### config.mk
export PLATFORM = sky130hd
export DESIGN_NAME = md5_hash_engine_flat
export DESIGN_NICKNAME = d
export VERILOG_FILES = /design/src/hdl/md5_pkg.sv /design/src/hdl/md5_if.sv /design/src/hdl/md5_block_ram.sv /design/src/hdl/md5_compress.sv /design/src/hdl/md5_hash_engine.sv /design/src/flat_wrapper.sv
export SDC_FILE = /design/constraint.sdc
export NUM_CORES = 2
export LEC_CHECK = 0
export ABC_CLOCK_PERIOD_IN_PS = 13900
export BUFFER_PORTS_ARGS = -buffer_cell sky130_fd_sc_hd__buf_2
export CORE_ASPECT_RATIO = 0.8
export CORE_MARGIN = 1.5
export CORE_UTILIZATION = 50
export DETAILED_ROUTE_END_ITERATION = 7
export PLACE_DENSITY_LB_ADDON = 0.08
export SETUP_SLACK_MARGIN = 0.4
export SKIP_LAST_GASP = 1
export SLEW_MARGIN = 20
export SYNTH_ARGS = -nofsm -noshare
export SYNTH_HDL_FRONTEND = slang
export SYNTH_SLANG_ARGS = --single-unit
### constraint.sdc
create_clock -name clk_i -period 13.9 [get_ports clk_i]
set_input_delay 2.78 -clock clk_i [delete_from_list [all_inputs] [get_ports clk_i]]
set_output_delay 2.78 -clock clk_i [all_outputs]
set_load 0.01 [all_outputs]
### src/hdl/md5_pkg.sv
`timescale 1ns / 1ps
// Shared types, constants and round tables for the MD5 hash engine.
// Depends on nothing; the other files that use it refer to it by scoped names.
package md5_pkg;

  localparam int unsigned WordW  = 32;
  localparam int unsigned AddrW  = 4;
  localparam int unsigned CountW = 61;

  localparam logic [WordW-1:0] IvA = 32'h67452301;
  localparam logic [WordW-1:0] IvB = 32'hefcdab89;
  localparam logic [WordW-1:0] IvC = 32'h98badcfe;
  localparam logic [WordW-1:0] IvD = 32'h10325476;

  localparam logic [7:0] PadByte = 8'h80;

  // Control from the sequencer to the compression unit.
  typedef struct packed {
    logic start;
    logic init;
  } cmp_ctl_t;

  // What the sequencer does once a compression has finished.
  typedef enum logic [1:0] {
    AFT_IDLE = 2'd0,
    AFT_PAD  = 2'd1,
    AFT_ZERO = 2'd2,
    AFT_OUT  = 2'd3
  } after_e;

  function automatic logic [WordW-1:0] round_const(input logic [5:0] r);
    logic [WordW-1:0] k;
    case (r)
      6'd0: k = 32'hd76aa478;  6'd1: k = 32'he8c7b756;
      6'd2: k = 32'h242070db;  6'd3: k = 32'hc1bdceee;
      6'd4: k = 32'hf57c0faf;  6'd5: k = 32'h4787c62a;
      6'd6: k = 32'ha8304613;  6'd7: k = 32'hfd469501;
      6'd8: k = 32'h698098d8;  6'd9: k = 32'h8b44f7af;
      6'd10: k = 32'hffff5bb1; 6'd11: k = 32'h895cd7be;
      6'd12: k = 32'h6b901122; 6'd13: k = 32'hfd987193;
      6'd14: k = 32'ha679438e; 6'd15: k = 32'h49b40821;
      6'd16: k = 32'hf61e2562; 6'd17: k = 32'hc040b340;
      6'd18: k = 32'h265e5a51; 6'd19: k = 32'he9b6c7aa;
      6'd20: k = 32'hd62f105d; 6'd21: k = 32'h02441453;
      6'd22: k = 32'hd8a1e681; 6'd23: k = 32'he7d3fbc8;
      6'd24: k = 32'h21e1cde6; 6'd25: k = 32'hc33707d6;
      6'd26: k = 32'hf4d50d87; 6'd27: k = 32'h455a14ed;
      6'd28: k = 32'ha9e3e905; 6'd29: k = 32'hfcefa3f8;
      6'd30: k = 32'h676f02d9; 6'd31: k = 32'h8d2a4c8a;
      6'd32: k = 32'hfffa3942; 6'd33: k = 32'h8771f681;
      6'd34: k = 32'h6d9d6122; 6'd35: k = 32'hfde5380c;
      6'd36: k = 32'ha4beea44; 6'd37: k = 32'h4bdecfa9;
      6'd38: k = 32'hf6bb4b60; 6'd39: k = 32'hbebfbc70;
      6'd40: k = 32'h289b7ec6; 6'd41: k = 32'heaa127fa;
      6'd42: k = 32'hd4ef3085; 6'd43: k = 32'h04881d05;
      6'd44: k = 32'hd9d4d039; 6'd45: k = 32'he6db99e5;
      6'd46: k = 32'h1fa27cf8; 6'd47: k = 32'hc4ac5665;
      6'd48: k = 32'hf4292244; 6'd49: k = 32'h432aff97;
      6'd50: k = 32'hab9423a7; 6'd51: k = 32'hfc93a039;
      6'd52: k = 32'h655b59c3; 6'd53: k = 32'h8f0ccc92;
      6'd54: k = 32'hffeff47d; 6'd55: k = 32'h85845dd1;
      6'd56: k = 32'h6fa87e4f; 6'd57: k = 32'hfe2ce6e0;
      6'd58: k = 32'ha3014314; 6'd59: k = 32'h4e0811a1;
      6'd60: k = 32'hf7537e82; 6'd61: k = 32'hbd3af235;
      6'd62: k = 32'h2ad7d2bb; 6'd63: k = 32'heb86d391;
      default: k = '0;
    endcase
    return k;
  endfunction

  function automatic logic [4:0] rot_amt(input logic [5:0] r);
    logic [4:0] s;
    case ({r[5:4], r[1:0]})
      4'd0: s = 5'd7;   4'd1: s = 5'd12;  4'd2: s = 5'd17;  4'd3: s = 5'd22;
      4'd4: s = 5'd5;   4'd5: s = 5'd9;   4'd6: s = 5'd14;  4'd7: s = 5'd20;
      4'd8: s = 5'd4;   4'd9: s = 5'd11;  4'd10: s = 5'd16; 4'd11: s = 5'd23;
      4'd12: s = 5'd6;  4'd13: s = 5'd10; 4'd14: s = 5'd15; 4'd15: s = 5'd21;
      default: s = 5'd7;
    endcase
    return s;
  endfunction

  // Message word used by round r.
  function automatic logic [AddrW-1:0] msg_idx(input logic [5:0] r);
    logic [AddrW-1:0] i;
    logic [AddrW-1:0] lo;
    lo = r[3:0];
    case (r[5:4])
      2'd0: i = lo;
      2'd1: i = AddrW'((lo << 2) + lo + 4'd1);
      2'd2: i = AddrW'((lo << 1) + lo + 4'd5);
      default: i = AddrW'((lo << 3) - lo);
    endcase
    return i;
  endfunction

endpackage

### src/hdl/md5_if.sv
`timescale 1ns / 1ps
// Valid/ready channel interfaces for message bytes and digest results.
// Depends on nothing.
interface md5_in_if;
  logic       valid;
  logic       ready;
  logic [7:0] data_byte;
  logic       byte_present;
  logic       last_byte;
  modport source (output valid, data_byte, byte_present, last_byte, input ready);
  modport sink (input valid, data_byte, byte_present, last_byte, output ready);
endinterface

interface md5_out_if;
  logic        valid;
  logic        ready;
  logic [31:0] digest_a;
  logic [31:0] digest_b;
  logic [31:0] digest_c;
  logic [31:0] digest_d;
  modport source (output valid, digest_a, digest_b, digest_c, digest_d, input ready);
  modport sink (input valid, digest_a, digest_b, digest_c, digest_d, output ready);
endinterface

### src/hdl/md5_block_ram.sv
`timescale 1ns / 1ps
// Sixteen-word message block memory, one write and one registered read port.
// Depends on md5_pkg.
module md5_block_ram (
  input  logic                      clk_i,
  input  logic                      we_i,
  input  logic [md5_pkg::AddrW-1:0] waddr_i,
  input  logic [md5_pkg::WordW-1:0] wdata_i,
  input  logic [md5_pkg::AddrW-1:0] raddr_i,
  output logic [md5_pkg::WordW-1:0] rdata_o
);

  logic [md5_pkg::WordW-1:0] mem [16];
  logic [md5_pkg::WordW-1:0] rdata_q;

  always_ff @(posedge clk_i) begin
    if (we_i) begin
      mem[waddr_i] <= wdata_i;
    end
    rdata_q <= mem[raddr_i];
  end

  assign rdata_o = rdata_q;

endmodule

### src/hdl/md5_compress.sv
`timescale 1ns / 1ps
// MD5 compression unit: one round per cycle over the block memory, then the
// chaining update. Depends on md5_pkg.
module md5_compress (
  input  logic                      clk_i,
  input  logic                      rst_ni,
  input  md5_pkg::cmp_ctl_t         ctl_i,
  input  logic [md5_pkg::WordW-1:0] rdata_i,
  output logic [md5_pkg::AddrW-1:0] raddr_o,
  output logic                      busy_o,
  output logic [md5_pkg::WordW-1:0] chain_a_o,
  output logic [md5_pkg::WordW-1:0] chain_b_o,
  output logic [md5_pkg::WordW-1:0] chain_c_o,
  output logic [md5_pkg::WordW-1:0] chain_d_o
);

  typedef enum logic [3:0] {
    C_IDLE = 4'b0001,
    C_PRE  = 4'b0010,
    C_RUN  = 4'b0100,
    C_ADD  = 4'b1000
  } cstate_e;

  cstate_e st_q, st_d;
  logic [5:0] r_q, r_d;
  logic [md5_pkg::WordW-1:0] ha_q, hb_q, hc_q, hd_q;
  logic [md5_pkg::WordW-1:0] wa_q, wb_q, wc_q, wd_q;
  logic [md5_pkg::WordW-1:0] f, t, rot;
  logic [2*md5_pkg::WordW-1:0] dbl;

  always_comb begin
    case (r_q[5:4])
      2'd0: f = (wb_q & wc_q) | (~wb_q & wd_q);
      2'd1: f = (wd_q & wb_q) | (~wd_q & wc_q);
      2'd2: f = wb_q ^ wc_q ^ wd_q;
      default: f = wc_q ^ (wb_q | ~wd_q);
    endcase
    t   = f + wa_q + md5_pkg::round_const(r_q) + rdata_i;
    dbl = {t, t} << md5_pkg::rot_amt(r_q);
    rot = dbl[2*md5_pkg::WordW-1:md5_pkg::WordW];
  end

  always_comb begin
    st_d    = st_q;
    r_d     = r_q;
    raddr_o = md5_pkg::msg_idx(r_q);
    case (st_q)
      C_IDLE: begin
        raddr_o = md5_pkg::msg_idx(6'd0);
        if (ctl_i.start) begin
          st_d = C_PRE;
        end
      end
      C_PRE: begin
        raddr_o = md5_pkg::msg_idx(6'd0);
        r_d     = 6'd0;
        st_d    = C_RUN;
      end
      C_RUN: begin
        raddr_o = md5_pkg::msg_idx(6'(r_q + 6'd1));
        r_d     = 6'(r_q + 6'd1);
        if (r_q == 6'd63) begin
          st_d = C_ADD;
        end
      end
      C_ADD: st_d = C_IDLE;
      default: st_d = C_IDLE;
    endcase
  end

  always_ff @(posedge clk_i or negedge rst_ni) begin
    if (!rst_ni) begin
      st_q <= C_IDLE;
      r_q  <= '0;
      ha_q <= md5_pkg::IvA;
      hb_q <= md5_pkg::IvB;
      hc_q <= md5_pkg::IvC;
      hd_q <= md5_pkg::IvD;
    end else begin
      st_q <= st_d;
      r_q  <= r_d;
      if (ctl_i.init) begin
        ha_q <= md5_pkg::IvA;
        hb_q <= md5_pkg::IvB;
        hc_q <= md5_pkg::IvC;
        hd_q <= md5_pkg::IvD;
      end else if (st_q == C_ADD) begin
        ha_q <= ha_q + wa_q;
        hb_q <= hb_q + wb_q;
        hc_q <= hc_q + wc_q;
        hd_q <= hd_q + wd_q;
      end
    end
  end

  always_ff @(posedge clk_i) begin
    if (st_q == C_PRE) begin
      wa_q <= ha_q;
      wb_q <= hb_q;
      wc_q <= hc_q;
      wd_q <= hd_q;
    end else if (st_q == C_RUN) begin
      wa_q <= wd_q;
      wd_q <= wc_q;
      wc_q <= wb_q;
      wb_q <= wb_q + rot;
    end
  end

  assign busy_o    = (st_q != C_IDLE);
  assign chain_a_o = ha_q;
  assign chain_b_o = hb_q;
  assign chain_c_o = hc_q;
  assign chain_d_o = hd_q;

endmodule

### src/hdl/md5_hash_engine.sv
`timescale 1ns / 1ps
// MD5 hash engine top level: byte packing, padding sequencer and output register.
// Depends on md5_pkg, md5_if, md5_block_ram and md5_compress.
//
// Message bytes arrive one per transfer on in_i and are packed little-endian
// into a sixteen-word block memory. Every 64th byte starts a compression
// that reads the block memory one word per cycle and runs one MD5 round per
// cycle, during which no byte is taken. A transfer with last_byte set
// appends the 0x80 marker, zero fill and the 64-bit bit length, written one
// word per cycle, and runs one final compression, or two when fewer than
// nine bytes of the block remain. The digest appears as one transfer on
// out_o. It sits in an output register, so the next message may start
// while the digest waits; only the end of that next message waits for the
// register to drain. After the digest the chaining words and the byte count
// return to their initial values.
module md5_hash_engine (
  input  logic        clk_i,
  input  logic        rst_ni,
  md5_in_if.sink      in_i,
  md5_out_if.source   out_o
);

  typedef enum logic [5:0] {
    S_IDLE   = 6'b000001,
    S_PAD    = 6'b000010,
    S_ZERO   = 6'b000100,
    S_LEN    = 6'b001000,
    S_CSTART = 6'b010000,
    S_CWAIT  = 6'b100000
  } state_e;

  state_e st_q, st_d;
  md5_pkg::after_e after_q, after_d;
  logic [md5_pkg::CountW-1:0] cnt_q, cnt_d;
  logic [md5_pkg::WordW-1:0]  asm_q, asm_d;
  logic [4:0]                 zp_q, zp_d;
  logic                       two_q, two_d;
  logic                       lenhi_q, lenhi_d;
  logic                       ovalid_q, ovalid_d;
  logic                       oload;
  logic [md5_pkg::WordW-1:0]  da_q, db_q, dc_q, dd_q;

  logic                       we;
  logic [md5_pkg::AddrW-1:0]  waddr, raddr;
  logic [md5_pkg::WordW-1:0]  wdata, rdata, padw;
  logic [4:0]                 zlim;
  logic                       busy;
  logic [md5_pkg::WordW-1:0]  ca, cb, cc, cd;
  md5_pkg::cmp_ctl_t          ctl;
  logic                       accept;

  md5_block_ram u_ram (
    .clk_i   (clk_i),
    .we_i    (we),
    .waddr_i (waddr),
    .wdata_i (wdata),
    .raddr_i (raddr),
    .rdata_o (rdata)
  );

  md5_compress u_cmp (
    .clk_i     (clk_i),
    .rst_ni    (rst_ni),
    .ctl_i     (ctl),
    .rdata_i   (rdata),
    .raddr_o   (raddr),
    .busy_o    (busy),
    .chain_a_o (ca),
    .chain_b_o (cb),
    .chain_c_o (cc),
    .chain_d_o (cd)
  );

  assign in_i.ready = (st_q == S_IDLE);
  assign accept     = in_i.valid && in_i.ready;

  // Padding word: bytes already packed stay, the marker goes in the next
  // lane and the lanes above it are cleared.
  always_comb begin
    for (int j = 0; j < 4; j++) begin
      if (j < int'(cnt_q[1:0])) begin
        padw[8*j +: 8] = asm_q[8*j +: 8];
      end else if (j == int'(cnt_q[1:0])) begin
        padw[8*j +: 8] = md5_pkg::PadByte;
      end else begin
        padw[8*j +: 8] = 8'h00;
      end
    end
  end

  assign zlim = two_q ? 5'd16 : 5'd14;

  always_comb begin
    st_d     = st_q;
    after_d  = after_q;
    cnt_d    = cnt_q;
    asm_d    = asm_q;
    zp_d     = zp_q;
    two_d    = two_q;
    lenhi_d  = lenhi_q;
    we       = 1'b0;
    waddr    = cnt_q[5:2];
    wdata    = '0;
    ctl      = '0;
    oload    = 1'b0;
    ovalid_d = ovalid_q;
    if (out_o.valid && out_o.ready) begin
      ovalid_d = 1'b0;
    end
    case (st_q)
      S_IDLE: begin
        if (accept) begin
          if (in_i.byte_present) begin
            asm_d[8*cnt_q[1:0] +: 8] = in_i.data_byte;
            if (cnt_q[1:0] == 2'd3) begin
              we    = 1'b1;
              wdata = {in_i.data_byte, asm_q[23:0]};
            end
            cnt_d = cnt_q + 1'b1;
            if (cnt_q[5:0] == 6'd63) begin
              after_d = in_i.last_byte ? md5_pkg::AFT_PAD : md5_pkg::AFT_IDLE;
              st_d    = S_CSTART;
            end else if (in_i.last_byte) begin
              st_d = S_PAD;
            end
          end else if (in_i.last_byte) begin
            st_d = S_PAD;
          end
        end
      end
      S_PAD: begin
        we    = 1'b1;
        waddr = cnt_q[5:2];
        wdata = padw;
        zp_d  = 5'({1'b0, cnt_q[5:2]} + 5'd1);
        two_d = (cnt_q[5:3] == 3'b111);
        st_d  = S_ZERO;
      end
      S_ZERO: begin
        if (zp_q == zlim) begin
          if (two_q) begin
            after_d = md5_pkg::AFT_ZERO;
            st_d    = S_CSTART;
          end else begin
            lenhi_d = 1'b0;
            st_d    = S_LEN;
          end
        end else begin
          we    = 1'b1;
          waddr = zp_q[3:0];
          wdata = '0;
          zp_d  = 5'(zp_q + 5'd1);
        end
      end
      S_LEN: begin
        we = 1'b1;
        if (lenhi_q) begin
          waddr   = 4'd15;
          wdata   = cnt_q[60:29];
          after_d = md5_pkg::AFT_OUT;
          st_d    = S_CSTART;
        end else begin
          waddr   = 4'd14;
          wdata   = {cnt_q[28:0], 3'b000};
          lenhi_d = 1'b1;
        end
      end
      S_CSTART: begin
        ctl.start = 1'b1;
        st_d      = S_CWAIT;
      end
      S_CWAIT: begin
        if (!busy) begin
          case (after_q)
            md5_pkg::AFT_IDLE: st_d = S_IDLE;
            md5_pkg::AFT_PAD:  st_d = S_PAD;
            md5_pkg::AFT_ZERO: begin
              zp_d  = '0;
              two_d = 1'b0;
              st_d  = S_ZERO;
            end
            md5_pkg::AFT_OUT: begin
              if (!ovalid_q || out_o.ready) begin
                oload    = 1'b1;
                ovalid_d = 1'b1;
                ctl.init = 1'b1;
                cnt_d    = '0;
                st_d     = S_IDLE;
              end
            end
            default: st_d = S_IDLE;
          endcase
        end
      end
      default: st_d = S_IDLE;
    endcase
  end

  always_ff @(posedge clk_i or negedge rst_ni) begin
    if (!rst_ni) begin
      st_q     <= S_IDLE;
      after_q  <= md5_pkg::AFT_IDLE;
      cnt_q    <= '0;
      zp_q     <= '0;
      two_q    <= 1'b0;
      lenhi_q  <= 1'b0;
      ovalid_q <= 1'b0;
    end else begin
      st_q     <= st_d;
      after_q  <= after_d;
      cnt_q    <= cnt_d;
      zp_q     <= zp_d;
      two_q    <= two_d;
      lenhi_q  <= lenhi_d;
      ovalid_q <= ovalid_d;
    end
  end

  always_ff @(posedge clk_i) begin
    asm_q <= asm_d;
    if (oload) begin
      da_q <= ca;
      db_q <= cb;
      dc_q <= cc;
      dd_q <= cd;
    end
  end

  assign out_o.valid    = ovalid_q;
  assign out_o.digest_a = da_q;
  assign out_o.digest_b = db_q;
  assign out_o.digest_c = dc_q;
  assign out_o.digest_d = dd_q;

endmodule

### src/flat_wrapper.sv
// flat-port wrapper written by rule: the top's interface ports become plain ports
module md5_hash_engine_flat 
  (clk_i, rst_ni, in_i_valid, in_i_data_byte, in_i_byte_present, in_i_last_byte, in_i_ready, out_o_valid, out_o_digest_a, out_o_digest_b, out_o_digest_c, out_o_digest_d, out_o_ready);
  md5_in_if in_i_i ();
  md5_out_if out_o_i ();
  input  logic clk_i;
  input  logic rst_ni;
  input wire logic [$bits(in_i_i.valid)-1:0] in_i_valid;
  input wire logic [$bits(in_i_i.data_byte)-1:0] in_i_data_byte;
  input wire logic [$bits(in_i_i.byte_present)-1:0] in_i_byte_present;
  input wire logic [$bits(in_i_i.last_byte)-1:0] in_i_last_byte;
  output wire logic [$bits(in_i_i.ready)-1:0] in_i_ready;
  output wire logic [$bits(out_o_i.valid)-1:0] out_o_valid;
  output wire logic [$bits(out_o_i.digest_a)-1:0] out_o_digest_a;
  output wire logic [$bits(out_o_i.digest_b)-1:0] out_o_digest_b;
  output wire logic [$bits(out_o_i.digest_c)-1:0] out_o_digest_c;
  output wire logic [$bits(out_o_i.digest_d)-1:0] out_o_digest_d;
  input wire logic [$bits(out_o_i.ready)-1:0] out_o_ready;
  assign in_i_i.valid = in_i_valid;
  assign in_i_i.data_byte = in_i_data_byte;
  assign in_i_i.byte_present = in_i_byte_present;
  assign in_i_i.last_byte = in_i_last_byte;
  assign in_i_ready = in_i_i.ready;
  assign out_o_valid = out_o_i.valid;
  assign out_o_digest_a = out_o_i.digest_a;
  assign out_o_digest_b = out_o_i.digest_b;
  assign out_o_digest_c = out_o_i.digest_c;
  assign out_o_digest_d = out_o_i.digest_d;
  assign out_o_i.ready = out_o_ready;
  md5_hash_engine u_core (.clk_i(clk_i), .rst_ni(rst_ni), .in_i(in_i_i), .out_o(out_o_i));
endmodule
# ---- Yosys cells after proc, flatten, opt, wreduce, memory -nomap -nowiden
# Memories as Yosys holds them, arrays and structs flattened. A register that Yosys moved wholly into a read port is not among the register bits.
# Index checks and enable logic that the tools add are counted.
dict set report word_totals {
  regBits 503
  mem_bits_rw 512
  mem_bits_ro 2128
  output_inout_bits 130
  word_cells 225
  mem_count 3
}
dict set report op_classes {
  add_sub_neg 23
  magnitude_cmp 3
  eq_ne 41
  shifts 3
  mux 93
  n_bitwise 12
  n_reduce_logical 25
}
# name depth width rd rd_clocked_by_memory_dff write_ports line_no
set memory_table {}
lappend memory_table {{(no name shown)} 64 32 1 0 0 md5_pkg.sv:33} ;# case (r)
lappend memory_table {u_core.u_ram.mem 16 32 1 1 1 md5_block_ram.sv:13} ;# logic [md5_pkg::WordW-1:0] mem [16];
lappend memory_table {{(no name shown)} 16 5 1 0 0 md5_pkg.sv:73} ;# case ({r[5:4], r[1:0]})
# cell n
set op_table {}
lappend op_table {{32-bit 2-to-1 mux} 20}
lappend op_table {{61-bit 2-to-1 mux} 5}
lappend op_table {{32-bit adder} 8}
lappend op_table {{32-bit case mux with 3 select lines} 2}
lappend op_table {{32-bit AND} 4}
lappend op_table {{61-bit case mux with 2 select lines} 1}
lappend op_table {{32-bit OR} 3}
lappend op_table {{32-bit XOR} 3}
lappend op_table {{32-bit inverter} 2}
lappend op_table {{64-bit by 5-bit << shifter with 64-bit output} 1}
lappend op_table {{61-bit by 1-bit adder with 61-bit output, second input constant} 1}
lappend op_table {{8-bit 2-to-1 mux} 7}
lappend op_table {{6-bit 2-to-1 mux} 8}
lappend op_table {{4-bit case mux with 3 select lines} 3}
lappend op_table {{6-bit case mux with 6 select lines} 1}
lappend op_table {{5-bit negator with 34-bit output} 1}
lappend op_table {{8-bit by 34-bit variable shift with 32-bit output, first input constant} 1}
lappend op_table {{8-bit by 34-bit variable part select with 32-bit output} 1}
lappend op_table {{32-bit bitwise mux} 1}
lappend op_table {{5-bit 2-to-1 mux} 5}
lappend op_table {{6-bit case mux with 4 select lines} 1}
lappend op_table {{1-bit 2-to-1 mux} 22}
lappend op_table {{6-bit == test, second input constant} 3}
lappend op_table {{4-bit adder} 4}
lappend op_table {{48 further kinds} 92}

# ---- Longest topological paths before layout
dict set report depth {
  depth_word 11
  ltp_mapped 44
}

# ---- Cells and area by module
# From an unflattened synthesis, not the netlist that was laid out.
dict set report hier_totals {
  cells_unflattened 5394
  area_unflattened_um2 59123.0
}
# mod n_inst cells_each area_each_um2 seq_area_each_um2
set modules_own_cells {}
lappend modules_own_cells {md5_compress 1 3743 29201.8 7378.3}
lappend modules_own_cells {md5_block_ram 1 838 19835.3 16015.4}
lappend modules_own_cells {md5_hash_engine 1 813 10085.9 6492.5}

# ---- Worst setup path after synthesis
# No wires, ideal clock.
dict set report synth_path {
  path_type {reg2reg}
  startpoint {reg u_core.u_cmp.r_q[0]}
  endpoint {reg u_core.u_cmp.wb_q[30] in the netlist's numbering (data pin)}
  arrival_ns 9.434
  required_ns 13.630
  setup_slack_ns 4.197
  stages_incl_launch_ff 42
  cell_sequence {dfrtp_1 -> clkbuf_1 -> inv_1 -> clkbuf_1 -> ha_1 -> buf_2 -> buf_1 -> nor2_1 -> nor3_1 -> a31oi_1 -> mux4_2 -> fa_1 -> inv_1 -> fa_1 -> inv_1 -> ha_1 -> fa_1 -> a211oi_1 -> [... 6 more ...] -> nand2_1 -> o211a_1 -> a21oi_1 -> mux2_2 -> ha_1 -> fa_1 -> a21o_1 -> a21boi_1 -> o211ai_1 -> a311oi_1 -> a31oi_1 -> o211ai_1 -> a31oi_1 -> a41oi_1 -> a21oi_1 -> a21oi_1 -> xor2_1 -> o21ai_0}
}
dict set report synth_between {
  elab_chain_len 7
  word_cells_on_any_way 8
  cone_classes {3 x add/sub; 1 x shift; 2 x mux; 2 x memory}
}
# item line_no
set synth_rtl {}
lappend synth_rtl {{start: declaration} md5_compress.sv:25} ;# logic [5:0] r_q, r_d;
lappend synth_rtl {{start signal: assignment} md5_compress.sv:81} ;# r_q <= r_d;
lappend synth_rtl {{memory read 64 x 32 bit} --}
lappend synth_rtl {{32-bit adder (2 in series)} md5_compress.sv:38} ;# t = f + wa_q + md5_pkg::round_const(r_q) + rdata_i;
lappend synth_rtl {{64-bit by 5-bit << shifter with 64-bit output *} md5_compress.sv:39} ;# dbl = {t, t} << md5_pkg::rot_amt(r_q);
lappend synth_rtl {{32-bit adder *} md5_compress.sv:106} ;# wb_q <= wb_q + rot;
lappend synth_rtl {{32-bit 2-to-1 mux *} md5_compress.sv:102} ;# end else if (st_q == C_RUN) begin
lappend synth_rtl {{32-bit 2-to-1 mux *} md5_compress.sv:97} ;# if (st_q == C_PRE) begin
lappend synth_rtl {{end signal: assignment} md5_compress.sv:99} ;# wb_q <= hb_q;
lappend synth_rtl {{end signal: assignment} md5_compress.sv:106}
lappend synth_rtl {{end: declaration} md5_compress.sv:27} ;# logic [md5_pkg::WordW-1:0] wa_q, wb_q, wc_q, wd_q;
# Mark *: on every way between the ends. The rest lies on a longest branch, timed or not. The select of a mux whose other input is x is not followed.
# A chain may end at the register's enable or synchronous reset.

# ---- Worst setup path after layout
# Same ends and word-level chain as after synthesis.

==> impl_metrics.env <==
export IMPL_run_status="complete, no violations"
export IMPL_dr_pass1_iters=6
export IMPL_max_freq_ghz=0.0865
export IMPL_yosysUniqueCellTypes=105
export IMPL_rows=111
export IMPL_cp_end_kind="flip-flop"
export IMPL_syn_avg_cell_area_um2=11.2
export IMPL_grt_pass1_vias=39700
export IMPL_stdcell_area_um2=64200
export IMPL_netlist_top_cells_count="edfxtp_1, nand2_1, o21ai_0"
export IMPL_power_switching_mw=4.51
export IMPL_grtUsageTotal_pct=31.5
export IMPL_worst_pin_slew_ps=1090
export IMPL_p_comb_share_pct=41.4
export IMPL_final_max_slew_viol_count=0
export IMPL_drc=0
export IMPL_finalCriticalPeriod_ps=11560
export IMPL_clk_latency_ps=740
export IMPL_clk_pin_slew_ps=60
export IMPL_netlist_area_leader_share_pct=41.0
export IMPL_dieArea_um2=118000
export IMPL_p_int_mw=7.36
export IMPL_routed_via_density=6.23
export IMPL_synthFlopType="edfxtp_1"
export IMPL_fin_worst_skew_ps=30.0
export IMPL_finalSetupViolCount=0
export IMPL_first_iter_violations=5480
export IMPL_start_kind="flip-flop"
export IMPL_seq_power_share_pct=34.2
export IMPL_yosysWarnings=0
export IMPL_cts_repair_resized=0
export IMPL_htree_levels=3
export IMPL_synth_yosys_seq_area_share_pct=51.5
export IMPL_synth_ff_latch_count=1039
export IMPL_vdd_ir_drop_max_v=0.000148
export IMPL_dpl_hpwl_um=129000
export IMPL_gp_congestion=1.02
export IMPL_grt_max_degree=114
export IMPL_fin_util_pct=55.9
export IMPL_synthTopCellsByArea="edfxtp_1, dfrtp_1, mux4_2"
export IMPL_nets=5581
export IMPL_worst_ep_arrival_time_ps=12030
export IMPL_cpMaxStageDelayCell="ha_1"
export IMPL_swShare_pct=38.0
export IMPL_io_pins=144
export IMPL_antenna_cells=0
export IMPL_core_um2=115000
export IMPL_hp_class="flip-flop to flip-flop"
export IMPL_fp_dieW_um=384
export IMPL_wirelength_um=187000
export IMPL_placed_area_um2=60700
export IMPL_worstPathRequired_ps=14360
export IMPL_num_vias=42900
export IMPL_synth_edff_count=792
export IMPL_cpPeakStageDelay_ps=710
export IMPL_area_growth_syn_to_layout_pct=10.7
export IMPL_clockBufferDepth=3
export IMPL_cts_root_buf="clkbuf_16"
export IMPL_p_total_mw=11.9
export IMPL_netlist_top_cell_by_area="edfxtp_1"
export IMPL_slew_headroom_pct=27.5
export IMPL_numCtsBuffers=104
export IMPL_portBuffers=143
export IMPL_synth_most_common_cell="edfxtp_1"
export IMPL_layout_drive_gt1_share_pct=13.9
export IMPL_ant_nets=0
export IMPL_die_height_um=308
export IMPL_clkPwrFrac_pct=24.4
export IMPL_leakage_nw=24.0
export IMPL_grt_ovfl_total=0
export IMPL_hold_viol_final=0
export IMPL_grt_antenna_before_repair=17
export IMPL_cts_setup_buffers=0
export IMPL_cp_max_fo=36
export IMPL_cts_tree="done"
export IMPL_maxCapViolations=0
export IMPL_cts_sinks=1039
export IMPL_nFillCells=9824
export IMPL_grt_first_pass_wirelength_um=272000
export IMPL_async_flop_share_pct=20.7
export IMPL_period_share_pct=83.2
export IMPL_netlist_area_um2=58000
export IMPL_rsz0062_at_grt="no"
export IMPL_wl_per_cell_um=27.2
export IMPL_syn_num_nets=5478
export IMPL_tns_ps=0
export IMPL_crit_type="flip-flop to flip-flop"
export IMPL_cts_hold_buf=0
export IMPL_initial_core_util_pct=50.5
export IMPL_power_density_nw_per_um2=185
export IMPL_synthesis_instances=5171
critical path, delay by kind of cell (launching register included):
kind                     cells  cell delay, ps
AO/OA/AOI/OAI               19            4560
adder cells (fa/ha/maj)      7            3010
multiplexers                 3            1300
buffers and inverters        5            1270
AND/OR/NAND/NOR              3             460
XOR/XNOR                     2             330
flip-flops                   1             320
cell families (layout without fill, tap and decap cells):
| family | count (synthesis) | count (layout) | synth area share (%) |
|---|---|---|---|
| AO/OA/AOI/OAI | 1265 | 1265 | 13.3 |
| AND/OR/NAND/NOR | 1482 | 1482 | 11.7 |
| multiplexers | 360 | 360 | 9.27 |
| flip-flops | 1039 | 1039 | 51.5 |
| buffers and inverters | 484 | 676 | 3.26 |
| XOR/XNOR | 247 | 247 | 3.73 |
| adder cells (fa/ha/maj) | 294 | 294 | 7.21 |
per-layer routing:
| metal | up-vias | share of wire, % | global-route usage (%) |
|---|---|---|---|
| li1 | 19300 | - | - |
| met1 | 21400 | 48 | 51.9 |
| met2 | 1937 | 39 | 41.0 |
| met3 | 238 | 11 | 7.37 |
| met4 | 4 | 2.2 | 7.32 |
| met5 | - | 0.015 | 0 |
metrics by stage:
| step | instances | hold WS (ps) | setup WS [ps] |
|---|---|---|---|
| floorplan | 5171 | 465 | 4200 |
| finish | 6888 | 519 | 2340 |
| detailed placement | 6693 | 506 | 2600 |
| global route | 6888 | 526 | 1590 |
| CTS | 6888 | 521 | 2570 |
| global placement | 6693 | 505 | 2930 |
placed cells by master (no fill, tap or decap), drive strengths merged, types with 25 or more instances in the layout:
| cell type | netlist | routed |
|---|---|---|
| a211oi | 70 | 70 |
| a21o | 79 | 79 |
| a21oi | 341 | 341 |
| a31oi | 78 | 78 |
| and2 | 42 | 42 |
| and3 | 37 | 37 |
| buf | 86 | 246 |
| clkbuf | 163 | 140 |
| clkinv | 2 | 37 |
| dfrtp | 149 | 149 |
| dfstp | 66 | 66 |
| dfxtp | 32 | 32 |
| edfxtp | 792 | 792 |
| fa | 67 | 67 |
| ha | 226 | 226 |
| inv | 233 | 237 |
| mux2i | 202 | 202 |
| mux4 | 140 | 140 |
| nand2 | 656 | 656 |
| nand2b | 33 | 33 |
| nand3 | 117 | 117 |
| nand4 | 29 | 29 |
| nor2 | 318 | 318 |
| nor2b | 25 | 25 |
| nor3 | 87 | 87 |
| o211ai | 32 | 32 |
| o21a | 30 | 30 |
| o21ai | 431 | 431 |
| or2 | 43 | 43 |
| or3 | 38 | 38 |
| xnor2 | 118 | 118 |
| xor2 | 129 | 129 |
registers in the layout (all words and copies together), names as in the netlist, 32 cells and up:
register                count
u_core.cnt_q               61
u_core.out_o.digest_a      32
u_core.out_o.digest_b      32
u_core.out_o.digest_c      32
u_core.out_o.digest_d      32
u_core.u_cmp.chain_a_o     32
u_core.u_cmp.chain_b_o     32
u_core.u_cmp.chain_c_o     32
u_core.u_cmp.chain_d_o     32
u_core.u_cmp.wa_q          32
u_core.u_cmp.wb_q          32
u_core.u_cmp.wc_q          32
u_core.u_cmp.wd_q          32
u_core.u_ram.mem          512
u_core.u_ram.rdata_o       32
cell type report:
type	instances	area (um^2)	area share [%]
clock buffers	140	2850	4.44
clock inverters	55	666	1.04
inverters	235	895	1.39
multi-input cells	3648	26500	41.2
flip-flops and latches	1039	29900	46.6
well taps	1525	1910	2.97
repair buffers	246	1520	2.37
worst paths after layout:
kind | start | to | slack, ps | depth (start not counted)
max | u_core.u_cmp.r_q[0] | u_core.u_cmp.wb_q[30] | 2340 | 39
min | u_core.u_cmp.chain_c_o[30] | u_core.out_o.digest_c[30] | 520 | 0
max reg2reg | u_core.u_cmp.r_q[0] | u_core.u_cmp.wb_q[30] | 2340 | 39
min reg2reg | u_core.u_cmp.chain_c_o[30] | u_core.out_o.digest_c[30] | 520 | 0
max in group asynchronous | rst_ni | u_core.lenhi_q | 9420 | 3
min in group asynchronous | rst_ni | u_core.u_cmp.chain_b_o[20] | 2040 | 1
power by group through the flow:
stage / Clock [mW] / Combinational (mW) / Sequential (mW)
after floorplan: 0 / 3.55 / 3.97
after global placement: 0 / 4.73 / 4.12
after detailed placement: 0 / 4.76 / 4.11
after CTS: 2.94 / 4.79 / 4.06
after global routing: 3.06 / 5.38 / 4.09
final: 2.89 / 4.91 / 4.06
No activity file was read; power rests on OpenSTA's default activity.
